`src/hdl/assert_macros.svh`:
```
// Assertion macros shared by the keyed time-token hash RTL.
// Depends on nothing; included by the modules that carry assertions.
`ifndef ASSERT_MACROS_SVH
`define ASSERT_MACROS_SVH

// property must hold at every clock edge out of reset
`define ASSERT_CLK(label, clk, rst_n, prop, msg) \
  label: assert property (@(posedge clk) disable iff (!rst_n) prop) else $error(msg);

// expression must never be true out of reset
`define ASSERT_NEVER(label, clk, rst_n, expr, msg) \
  label: assert property (@(posedge clk) disable iff (!rst_n) !(expr)) else $error(msg);

`endif

```
`src/hdl/ttkh_pkg.sv`:
```
// Package for the keyed time-token hash: widths, register indexes, status type
// and the small byte/nibble helper functions. Depends on nothing.
package ttkh_pkg;

  localparam int BLK_W     = 64;
  localparam int TIME_W    = 24;
  localparam int CFG_IDX_W = 8;

  localparam logic [CFG_IDX_W-1:0] REG_TOKEN_SECRET   = 8'd0;
  localparam logic [CFG_IDX_W-1:0] REG_DECIMAL_OUTPUT = 8'd1;

  localparam logic [7:0] ROUND_SUB = 8'd100;
  localparam logic [4:0] DEC_BASE  = 5'd10;
  localparam logic [4:0] FOLD_MOD  = 5'd5;

  typedef struct packed {
    logic busy;
    logic done;
  } perm_sts_t;

  function automatic logic [BLK_W-1:0] bit_reverse(input logic [BLK_W-1:0] v);
    logic [BLK_W-1:0] r;
    for (int i = 0; i < BLK_W; i++) r[i] = v[BLK_W-1-i];
    return r;
  endfunction

  function automatic logic [7:0] ror1(input logic [7:0] x);
    return {x[0], x[7:1]};
  endfunction

  // remainder by five for values below twenty
  function automatic logic [2:0] mod5(input logic [4:0] v);
    logic [4:0] r;
    r = v;
    if (r >= 5'(3 * FOLD_MOD)) r = r - 5'(3 * FOLD_MOD);
    else if (r >= 5'(2 * FOLD_MOD)) r = r - 5'(2 * FOLD_MOD);
    else if (r >= FOLD_MOD) r = r - FOLD_MOD;
    return r[2:0];
  endfunction

  // nibble above nine folded into a decimal digit
  function automatic logic [3:0] fold_digit(input logic [3:0] d, input logic [2:0] c);
    logic [4:0] sub;
    logic [4:0] v;
    sub = {({1'b0, c} + 4'd1), 1'b0};
    v   = {1'b0, d} - sub;
    if (v >= DEC_BASE) v = v - DEC_BASE;
    return v[3:0];
  endfunction

endpackage

```
`src/hdl/time_token_keyed_hash_top.sv`:
```
// Keyed time-token hash top level: stream ports, configuration registers,
// round and decimal-fold sequencer. Depends on ttkh_pkg, ttkh_perm, assert_macros.svh.
//
// One hash per input beat, one item at a time. An item passes through the
// first permutation, the four rounds, the second permutation and, when the
// decimal fold is enabled, the fold: each permutation makes one bit move per
// cycle in ttkh_perm, the four rounds step the block one bit at a time, and
// the decimal fold takes one byte per cycle. The finished hash sits in an
// output register, so the next time count is taken while the result waits.
`include "assert_macros.svh"
module time_token_keyed_hash_top (
  input  logic                          clk,
  input  logic                          rst_n,
  input  logic                          in_tvalid,
  output logic                          in_tready,
  input  logic [ttkh_pkg::TIME_W-1:0]    in_tdata,   // [23:0] time_count
  output logic                          out_tvalid,
  input  logic                          out_tready,
  output logic [ttkh_pkg::BLK_W-1:0]     out_tdata,  // [63:0] hash_block
  input  logic                          cfg_valid,
  output logic                          cfg_ready,
  input  logic [ttkh_pkg::CFG_IDX_W-1:0] cfg_index,
  input  logic [ttkh_pkg::BLK_W-1:0]     cfg_data
);
  import ttkh_pkg::*;

  localparam logic [2:0] S_IDLE  = 3'd0;
  localparam logic [2:0] S_PERM1 = 3'd1;
  localparam logic [2:0] S_ROUND = 3'd2;
  localparam logic [2:0] S_PERM2 = 3'd3;
  localparam logic [2:0] S_FOLD  = 3'd4;
  localparam logic [2:0] S_DONE  = 3'd5;

  logic [2:0]       state_r, state_nxt;
  logic [BLK_W-1:0] secret_r, secret_nxt;
  logic             dec_r, dec_nxt;
  logic [BLK_W-1:0] blk_r, blk_nxt;
  logic [BLK_W-1:0] key_r, key_nxt;
  logic [7:0]       step_r, step_nxt;
  logic [2:0]       c_r, c_nxt;
  logic             pstart_r, pstart_nxt;
  logic             out_valid_r, out_valid_nxt;
  logic [BLK_W-1:0] out_data_r, out_data_nxt;

  logic [BLK_W-1:0] perm_blk;
  perm_sts_t        perm_sts;

  logic [7:0]       b0, b4, s1, s2;
  logic             kbit;
  logic [BLK_W-1:0] mixed, rot;
  logic [7:0]       kb;
  logic [2:0]       c1, c2;
  logic [3:0]       hi, lo;

  ttkh_perm u_perm (
    .clk     (clk),
    .rst_n   (rst_n),
    .start   (pstart_r),
    .blk_in  (blk_r),
    .key_in  (key_r),
    .blk_out (perm_blk),
    .sts     (perm_sts)
  );

  // one round step: byte 0 / byte 4 mix then rotate the block left by one
  always_comb begin
    b0    = blk_r[63:56];
    b4    = blk_r[31:24];
    kbit  = key_r[~step_r[5:0]];
    mixed = blk_r;
    s1    = ror1(b0) - 8'd1;
    s2    = ror1(s1) - 8'd1;
    if (kbit ^ b0[7]) begin
      mixed[31:24] = ROUND_SUB - b0;
      mixed[63:56] = b4;
    end else begin
      mixed[63:56] = s2 ^ b4;
    end
    rot = {mixed[BLK_W-2:0], mixed[BLK_W-1]};
  end

  // one fold step on the top byte
  always_comb begin
    kb = key_r[63:56];
    c1 = mod5({2'b00, c_r} + {1'b0, kb[7:4]});
    c2 = mod5({2'b00, c1} + {1'b0, kb[3:0]});
    hi = (blk_r[63:60] > 4'd9) ? fold_digit(blk_r[63:60], c1) : blk_r[63:60];
    lo = (blk_r[59:56] > 4'd9) ? fold_digit(blk_r[59:56], c2) : blk_r[59:56];
  end

  always_comb begin
    state_nxt     = state_r;
    secret_nxt    = secret_r;
    dec_nxt       = dec_r;
    blk_nxt       = blk_r;
    key_nxt       = key_r;
    step_nxt      = step_r;
    c_nxt         = c_r;
    pstart_nxt    = 1'b0;
    out_valid_nxt = out_valid_r;
    out_data_nxt  = out_data_r;

    if (cfg_valid) begin
      if (cfg_index == REG_TOKEN_SECRET) secret_nxt = cfg_data;
      else if (cfg_index == REG_DECIMAL_OUTPUT) dec_nxt = cfg_data[0];
    end

    if (out_valid_r && out_tready) out_valid_nxt = 1'b0;

    case (state_r)
      S_IDLE: begin
        if (in_tvalid) begin
          blk_nxt = {in_tdata[23:16], in_tdata[15:8], in_tdata[7:0], in_tdata[7:0],
                     in_tdata[23:16], in_tdata[15:8], in_tdata[7:0], in_tdata[7:0]};
          key_nxt    = secret_r;
          pstart_nxt = 1'b1;
          state_nxt  = S_PERM1;
        end
      end
      S_PERM1: begin
        if (perm_sts.done) begin
          blk_nxt   = perm_blk;
          step_nxt  = '0;
          state_nxt = S_ROUND;
        end
      end
      S_ROUND: begin
        blk_nxt  = rot;
        step_nxt = step_r + 8'd1;
        if (step_r[5:0] == 6'h3F) key_nxt = key_r ^ rot;
        if (step_r == 8'hFF) begin
          pstart_nxt = 1'b1;
          state_nxt  = S_PERM2;
        end
      end
      S_PERM2: begin
        if (perm_sts.done) begin
          blk_nxt = perm_blk;
          if (dec_r) begin
            c_nxt     = mod5({1'b0, key_r[3:0]});
            step_nxt  = '0;
            state_nxt = S_FOLD;
          end else begin
            state_nxt = S_DONE;
          end
        end
      end
      S_FOLD: begin
        blk_nxt  = {blk_r[55:0], hi, lo};
        key_nxt  = {key_r[55:0], key_r[63:56]};
        c_nxt    = c2;
        step_nxt = step_r + 8'd1;
        if (step_r[2:0] == 3'd7) state_nxt = S_DONE;
      end
      S_DONE: begin
        if (!out_valid_r || out_tready) begin
          out_data_nxt  = blk_r;
          out_valid_nxt = 1'b1;
          state_nxt     = S_IDLE;
        end
      end
      default: state_nxt = S_IDLE;
    endcase
  end

  always_ff @(posedge clk) begin
    if (!rst_n) begin
      state_r     <= S_IDLE;
      secret_r    <= '0;
      dec_r       <= 1'b1;
      step_r      <= '0;
      c_r         <= '0;
      pstart_r    <= 1'b0;
      out_valid_r <= 1'b0;
    end else begin
      state_r     <= state_nxt;
      secret_r    <= secret_nxt;
      dec_r       <= dec_nxt;
      step_r      <= step_nxt;
      c_r         <= c_nxt;
      pstart_r    <= pstart_nxt;
      out_valid_r <= out_valid_nxt;
    end
    blk_r      <= blk_nxt;
    key_r      <= key_nxt;
    out_data_r <= out_data_nxt;
  end

  assign in_tready  = (state_r == S_IDLE);
  assign out_tvalid = out_valid_r;
  assign out_tdata  = out_data_r;
  assign cfg_ready  = 1'b1;

  `ASSERT_CLK(a_accept_starts_perm, clk, rst_n,
              (in_tvalid && in_tready) |=> pstart_r,
              "accepted beat did not start permutation")
  `ASSERT_CLK(a_perm_done_state, clk, rst_n,
              perm_sts.done |-> (state_r == S_PERM1 || state_r == S_PERM2),
              "permutation done outside a permutation phase")
  `ASSERT_CLK(a_rounds_end, clk, rst_n,
              (state_r == S_ROUND && step_r == 8'hFF) |=> (state_r == S_PERM2 && pstart_r),
              "rounds did not hand over to second permutation")
  `ASSERT_NEVER(a_start_when_idle, clk, rst_n, pstart_r && perm_sts.busy,
                "permutation started while busy")

endmodule

```
`src/hdl/ttkh_perm.sv`:
```
// Key-driven 64-bit bit permutation, one move per cycle on a rotating register.
// Depends on ttkh_pkg and assert_macros.svh; used by time_token_keyed_hash_top.
`include "assert_macros.svh"
module ttkh_perm (
  input  logic                      clk,
  input  logic                      rst_n,
  input  logic                      start,
  input  logic [ttkh_pkg::BLK_W-1:0] blk_in,
  input  logic [ttkh_pkg::BLK_W-1:0] key_in,
  output logic [ttkh_pkg::BLK_W-1:0] blk_out,
  output ttkh_pkg::perm_sts_t       sts
);
  import ttkh_pkg::*;

  logic             busy_r, busy_nxt;
  logic             done_r, done_nxt;
  logic [3:0]       s_r, s_nxt;
  logic [3:0]       cnt_r, cnt_nxt;
  logic [BLK_W-1:0] w_r, w_nxt;
  logic [BLK_W-1:0] o_r, o_nxt;
  logic [BLK_W-1:0] key_r, key_nxt;
  logic [BLK_W-1:0] tmp;
  logic [3:0]       sn;
  logic [5:0]       p, d, pn;

  // w_r holds the work bits rotated so that the read pointer sits at bit 0
  always_comb begin
    sn  = s_r + 4'd1;
    p   = 6'd60 - {s_r, 2'b00};
    d   = 6'd0 - {s_r, 2'b00};
    pn  = 6'd60 - {sn, 2'b00};
    tmp = w_r;
    tmp[d] = w_r[0];

    busy_nxt = busy_r;
    done_nxt = 1'b0;
    s_nxt    = s_r;
    cnt_nxt  = cnt_r;
    w_nxt    = w_r;
    o_nxt    = o_r;
    key_nxt  = key_r;

    if (start) begin
      w_nxt    = bit_reverse(blk_in);
      key_nxt  = key_in;
      s_nxt    = '0;
      cnt_nxt  = key_in[BLK_W-1 -: 4];
      busy_nxt = 1'b1;
    end else if (busy_r) begin
      if (cnt_r != 4'd0) begin
        w_nxt   = {tmp[0], tmp[BLK_W-1:1]};
        cnt_nxt = cnt_r - 4'd1;
      end else begin
        o_nxt[p +: 4] = w_r[p +: 4];
        s_nxt   = sn;
        cnt_nxt = key_r[pn +: 4];
        if (s_r == 4'hF) begin
          busy_nxt = 1'b0;
          done_nxt = 1'b1;
        end
      end
    end
  end

  always_ff @(posedge clk) begin
    if (!rst_n) begin
      busy_r <= 1'b0;
      done_r <= 1'b0;
      s_r    <= '0;
      cnt_r  <= '0;
    end else begin
      busy_r <= busy_nxt;
      done_r <= done_nxt;
      s_r    <= s_nxt;
      cnt_r  <= cnt_nxt;
    end
    w_r   <= w_nxt;
    o_r   <= o_nxt;
    key_r <= key_nxt;
  end

  assign blk_out  = bit_reverse(o_r);
  assign sts.busy = busy_r;
  assign sts.done = done_r;

  `ASSERT_CLK(a_done_on_finish, clk, rst_n, $fell(busy_r) |-> done_r, "perm finished without done")
  `ASSERT_NEVER(a_no_restart, clk, rst_n, start && busy_r, "perm restarted while busy")
  `ASSERT_NEVER(a_done_not_busy, clk, rst_n, done_r && busy_r, "perm done while still busy")

endmodule

```
`config.mk`:
```
export PLATFORM = sky130hd
export DESIGN_NAME = time_token_keyed_hash_top
export DESIGN_NICKNAME = d
export VERILOG_FILES = /design/src/hdl/ttkh_pkg.sv /design/src/hdl/time_token_keyed_hash_top.sv /design/src/hdl/ttkh_perm.sv
export VERILOG_INCLUDE_DIRS = /design/src /design/src/hdl
export SDC_FILE = /design/constraint.sdc
export NUM_CORES = 1
export LEC_CHECK = 0
export ABC_AREA = 1
export ABC_CLOCK_PERIOD_IN_PS = 9030
export BUFFER_PORTS_ARGS = -buffer_cell sky130_fd_sc_hd__buf_2
export CORE_MARGIN = 2
export CORE_UTILIZATION = 60
export CTS_BUF_LIST = sky130_fd_sc_hd__clkbuf_8
export CTS_CLUSTER_SIZE = 28
export DETAILED_ROUTE_END_ITERATION = 12
export PLACE_DENSITY = 0.87
export REMOVE_ABC_BUFFERS = 1
export SYNTH_ARGS = -nofsm -noshare
export SYNTH_HDL_FRONTEND = slang
export SYNTH_SLANG_ARGS = --single-unit
export TNS_END_PERCENT = 100
```
`constraint.sdc`:
```
create_clock -name clk -period 9.03 [get_ports clk]
set_input_delay 1.3545 -clock clk [delete_from_list [all_inputs] [get_ports clk]]
set_output_delay 1.3545 -clock clk [all_outputs]
set_load 0.1 [all_outputs]
```
== Word level (Yosys, flattened, before mapping) ==
Index checks and enable logic that the tools add are counted.
W data, S select, Z words.
Operators by class
  add/subtract/negate cells: 27
  magnitude comparators: 16
  eq/ne operators: 19
  shift operators: 4
  multiplexer cells: 59
  bitwise gates (word level): 9
  reductions and logical operators: 28
Operators by type and width (number)
  $mux W64: 7
  $pmux W64 S4: 1
  $pmux W64 S3: 1
  $bwmux W64: 2
  $shiftx A64 B7 Y4: 2
  $shift A4 B8 Y64 const A: 1
  $shiftx A4 B8 Y64: 1
  $xor A64 B64 Y64: 1
  $mux W3: 17
  $mux W8: 5
  $ge A5 B4 Y1 const B: 6
  $mux W4: 7
  $pmux W8 S3: 1
  $pmux W3 S6: 1
  $sub A3 B3 Y3 const B: 6
  $sub A8 B1 Y8 const B: 2
  $reduce_and A3 Y1: 5
  $lt A6 B7 Y1 const B: 2
  $mux W1: 13
  $ne A2 B2 Y1 const B: 6
  $sub A6 B6 Y6 const A: 2
  $add A3 B4 Y5: 2
  $ge A5 B3 Y1 const B: 2
  $sub A4 B5 Y5: 2
  other kinds (42): 67
Word-level totals
  flip-flop bits (word level): 475
  word-level logic and storage cells: 179

== Longest topological paths before layout ==
  depth after elaboration: 16
  mapped depth: 47

== Modules after synthesis ==
From an unflattened synthesis, not the netlist that was laid out.
Second synthesis, totals
  cell total of the unflattened synthesis: 2720
  area total of the unflattened synthesis: 24368.4 sq um
Modules (own cells, without submodules)
  time_token_keyed_hash_top: times used 1, cells each 1741, area each 14991.9 sq um
  ttkh_perm: times used 1, cells each 979, area each 9376.5 sq um

== Worst setup path after synthesis ==
OpenSTA, ideal clock, no wires.
  path kind: register -> register
  start: register key_r[60]
  end: register blk_r[3] (data pin)
  arrival time: 5.668 ns
  required time: 8.769 ns
  path slack: 3.100 ns
  stages on the path, launching flop included: 43
  path buffers: 0
  clock period less this slack: 5.930 ns
  cells stage by stage: edfxtp_1 > ha_1 > fa_1 > inv_1 > ha_1 > a21oi_1 > nand2_1 > nor2_1 > nand2_1 > nand2_1 > nand2_1 > nand2_1 > nand2_1 > inv_1 > ha_1 > inv_1 > fa_1 > inv_1 > (+7 left out) > nand2_1 > nand2_1 > nand3_1 > nand2_1 > inv_2 > ha_1 > inv_1 > fa_1 > inv_1 > ha_1 > nor2_1 > a21oi_1 > nand3_1 > nand2_1 > nand2_1 > nand2_1 > nand2_1 > nand3_1
On the way
  cells in the longest elaborated chain, start to end: 16
RTL lines
  start, declared: line time_token_keyed_hash_top.sv:38  | logic [BLK_W-1:0] key_r, key_nxt;
  start signal, assigned: line time_token_keyed_hash_top.sv:185  | key_r <= key_nxt;
  $add A3 B4 Y5 (*): line time_token_keyed_hash_top.sv:85  | c1 = mod5({2'b00, c_r} + {1'b0, kb[7:4]});
  $ge A5 B3 Y1 / $sub A3 B3 Y3 (equally long branches): line ttkh_pkg.sv:37  | else if (r >= FOLD_MOD) r = r - FOLD_MOD;
  $mux W3: line ttkh_pkg.sv:37
  $mux W3: line ttkh_pkg.sv:36  | else if (r >= 5'(2 * FOLD_MOD)) r = r - 5'(2 * FOLD_MOD);
  $mux W3 (*): line ttkh_pkg.sv:35  | if (r >= 5'(3 * FOLD_MOD)) r = r - 5'(3 * FOLD_MOD);
  $add A3 B4 Y5 (*): line time_token_keyed_hash_top.sv:86  | c2 = mod5({2'b00, c1} + {1'b0, kb[3:0]});
  $ge A5 B3 Y1 / $sub A3 B3 Y3 (equally long branches): line ttkh_pkg.sv:37
  $mux W3: line ttkh_pkg.sv:37
  $mux W3: line ttkh_pkg.sv:36
  $mux W3 (*): line ttkh_pkg.sv:35
  $add A3 B1 Y4 (*): line ttkh_pkg.sv:45  | sub = {({1'b0, c} + 4'd1), 1'b0};
  $sub A4 B5 Y5 (*): line ttkh_pkg.sv:46  | v = {1'b0, d} - sub;
  $sub A4 B4 Y4 / $ge A5 B4 Y1 (equally long branches): line ttkh_pkg.sv:47  | if (v >= DEC_BASE) v = v - DEC_BASE;
  $mux W4 (*): line ttkh_pkg.sv:47
  $mux W4 (*): line time_token_keyed_hash_top.sv:88  | lo = (blk_r[59:56] > 4'd9) ? fold_digit(blk_r[59:56], c2) : blk_r[59:56];
  $pmux W64 S4 (*): line time_token_keyed_hash_top.sv:110  | case (state_r)
  via blk_nxt[3]: line time_token_keyed_hash_top.sv:37  | logic [BLK_W-1:0] blk_r, blk_nxt;
  end signal, assigned: line time_token_keyed_hash_top.sv:184  | blk_r <= blk_nxt;
  end, declared: line time_token_keyed_hash_top.sv:37
Mark *: on every way through the listed nets, which the timed path passes. The rest lies on a longest branch.
A chain may end at the register's enable or synchronous reset.

== Worst setup path in the final report ==
  start: register key_r[60]
  end: register blk_r[2] (data pin)
Same word-level chain as after synthesis.

==> metrics.md <==
| Metric | Value |
|---|---|
| Status | `completed` |
| Crit path kind | `reg2reg` |
| Post-CTS Resized | `0` |
| Iteration-0 DRC Markers | `3160` |
| Mean area per synthesized cell | `9.31 um^2` |
| Top FF cell, synth | `edfxtp_1` |
| EDFF count, synth | `384` |
| Worst Path Arrival | `7190 ps` |
| CP max stage delay | `630 ps` |
| Via/cell ratio | `6.25` |
| Worst slew pin tran | `1080 ps` |
| Layout cells sized above 1 | `13.0%` |
| Largest net degree at the start of global routing | `99` |
| Post-route ant nets | `0` |
| Num rows | `73` |
| GPL Wtd Cong | `0.979` |
| I/O Buffers | `166` |
| Top post-synthesis cells by area | `edfxtp_1, nand2_1, dfxtp_1, inv_1, nor2_1` |
| Boundary pin count | `168` |
| H-tree depth | `3` |
| Dpl cells | `3164` |
| Vias in the first global route | `19.1k` |
| Placed cell area | `25100 um^2` |
| Top-area cell type share of the netlist area | `48.2%` |
| Max-slew headroom | `28.2%` |
| Setup bufs post-CTS | `0` |
| Initial Util | `60.5%` |
| Register area share after synthesis | `55.8%` |
| Hold Slack | `475 ps` |
| Max Cap Viol | `0` |
| Chip Height | `204 um` |
| Post-route cell area | `26800 um^2` |
| Cts bufs inserted | `80` |
| Post-synth top area cell | `edfxtp_1` |
| Endpoint class of the critical path | `flip-flop` |
| Commonest cells after routing, fill and taps aside | `nand2_1, edfxtp_1, inv_1, nor2_1, buf_2` |
| Clock buffer depth | `3` |
| Hold Path Class | `reg2reg` |
| Die Area | `41500 um^2` |
| Synth unique cells | `60` |
| Tcrit/Tclk final | `75.5%` |
| Ant diodes | `0` |
| Setup crit start kind | `flip-flop` |
| Ys Warns | `0` |
| CTS clk-pin slew, worst paths | `70 ps` |
| Slew Limit Fails | `0` |
| Die X | `204 um` |
| Total track usage | `38.3%` |
| Max frequency | `147 MHz` |
| Cells after Synth | `2571` |
| HPWL after DPL | `55500 um` |
| Final Hold Vio Count | `0` |
| First-pass GRT wire length | `117000 um` |
| CTS Hold Buffers Added | `0` |
| Commonest non-fill, non-tap cell in the layout | `nand2_1` |
| Final TNS setup | `0 ps` |
| Wire length per cell | `24.1 um` |
| Most used cell, CP | `nand2_1` |
| DRT Pass-1 Iters | `6` |
| Grt ovf | `0` |
| Final min period | `6810 ps` |
| CTS tree | `yes` |
| Area Growth Syn to Fin | `11.9%` |
| Setup violators final | `0` |
| DR vias | `20.7k` |
| Clock Latency Late Sink | `670 ps` |
| Unrepaired setup endpoints after global routing | `no` |
| Netlist Area Pre-Place | `23900 um^2` |
| Routed WL | `79800 um` |
| CP top delay family | `adder cells` |
| Clock Sink Count | `475` |
| Critical Path Fanout Max | `6` |
| Asr flop ratio synth | `0%` |
| Clock skew | `42.5 ps` |
| Layout Cells excl Fill | `3310` |
| Crit path max-delay cell type | `fa_1` |
| Initial antenna violation count | `2` |
| Final nets | `2873` |
| Root Buffer | `clkbuf_8` |
| Drc violations | `0` |
| Core area | `39500 um^2` |
| Required @ worst endpoint | `9400 ps` |
| Flops & latches, synth | `475` |
| Buf/Inv on CP | `5` |
## worst paths after layout
path                                          start                  end  slack, ps  depth (start not counted)
worst max register to register  key_r[60]$_DFFE_PP_   blk_r[2]$_DFFE_PP_       2220                         37
worst min register to register  c_r[2]$_SDFFE_PN0P_  c_r[2]$_SDFFE_PN0P_        470                          2
worst min-delay path            c_r[2]$_SDFFE_PN0P_  c_r[2]$_SDFFE_PN0P_        470                          2
worst max-delay path            key_r[60]$_DFFE_PP_   blk_r[2]$_DFFE_PP_       2220                         37
## synthesized netlist by cell type (7+ instances only)
cell type / instances
clkbuf_1: 91
edfxtp_1: 384
nor2_1: 227
dfxtp_1: 91
a31oi_1: 9
xnor2_1: 53
buf_2: 17
a21oi_1: 83
nor3_1: 23
nand2_1: 602
nand2_2: 15
nand4_1: 46
o21ai_0: 139
inv_2: 13
xor2_1: 19
o2111ai_1: 36
nand3_1: 147
a211oi_1: 66
ha_1: 47
o311ai_0: 7
inv_1: 282
a22oi_1: 22
nand3_2: 8
o22ai_1: 8
o21ai_1: 10
o211ai_1: 24
o221ai_1: 32
## per-layer routing
| metal | vias to the layer above | part of all wire, % | GRT usage (%) |
|---|---|---|---|
| li1 | 9173 | - | - |
| met1 | 9616 | 37 | 51.8 |
| met2 | 1620 | 43 | 56.3 |
| met3 | 268 | 14 | 10.1 |
| met4 | 2 | 6.1 | 21.2 |
| met5 | - | 0.016 | 0 |
## sequential cells by signal, summed over array words and instances, names as in the netlist, 4 cells and up
signal,flops
blk_r,64
key_r,64
out_tdata,64
secret_r,64
step_r,8
u_perm.cnt_r,4
u_perm.key_r,64
u_perm.o_r,64
u_perm.s_r,4
u_perm.w_r,64
## tightest hold or removal path, stage by stage (launching register included)
cell     delay (ps)
dfxtp_1         320
nand2_1          60
a21oi_1          50
## final cells by class
cell class / count / area (um^2)
flip-flops and latches: 475 / 13400
repair buffers: 190 / 1010
inverters: 300 / 1130
fillers: 3073 / 12800
multi-input cells: 1674 / 8960
well taps: 525 / 657
clock buffers: 92 / 1270
clock inverters: 54 / 385
## logic make-up after synthesis
logic type / Yosys count / synth area share [%]
AOI/OAI and AO/OA: 460 / 12.4
buffers and inverters: 422 / 6.97
DFF: 475 / 55.8
other: 1 / 0.0157
and+or+nand+nor: 1087 / 19.1
xor gates and xnor gates: 75 / 2.87
adders and majority gates: 51 / 2.79
## through the flow
step,utilization [%],setup WS (ps)
after floorplan,-,-2200
after global placement,63.5,2510
after detailed placement,63.5,2300
after CTS,67.7,2270
after global routing,67.7,1640
final,67.7,2220
Power is left out: the tool's default activity adds up to more than one toggle a clock period on the data nets, which glitch-free logic cannot reach.
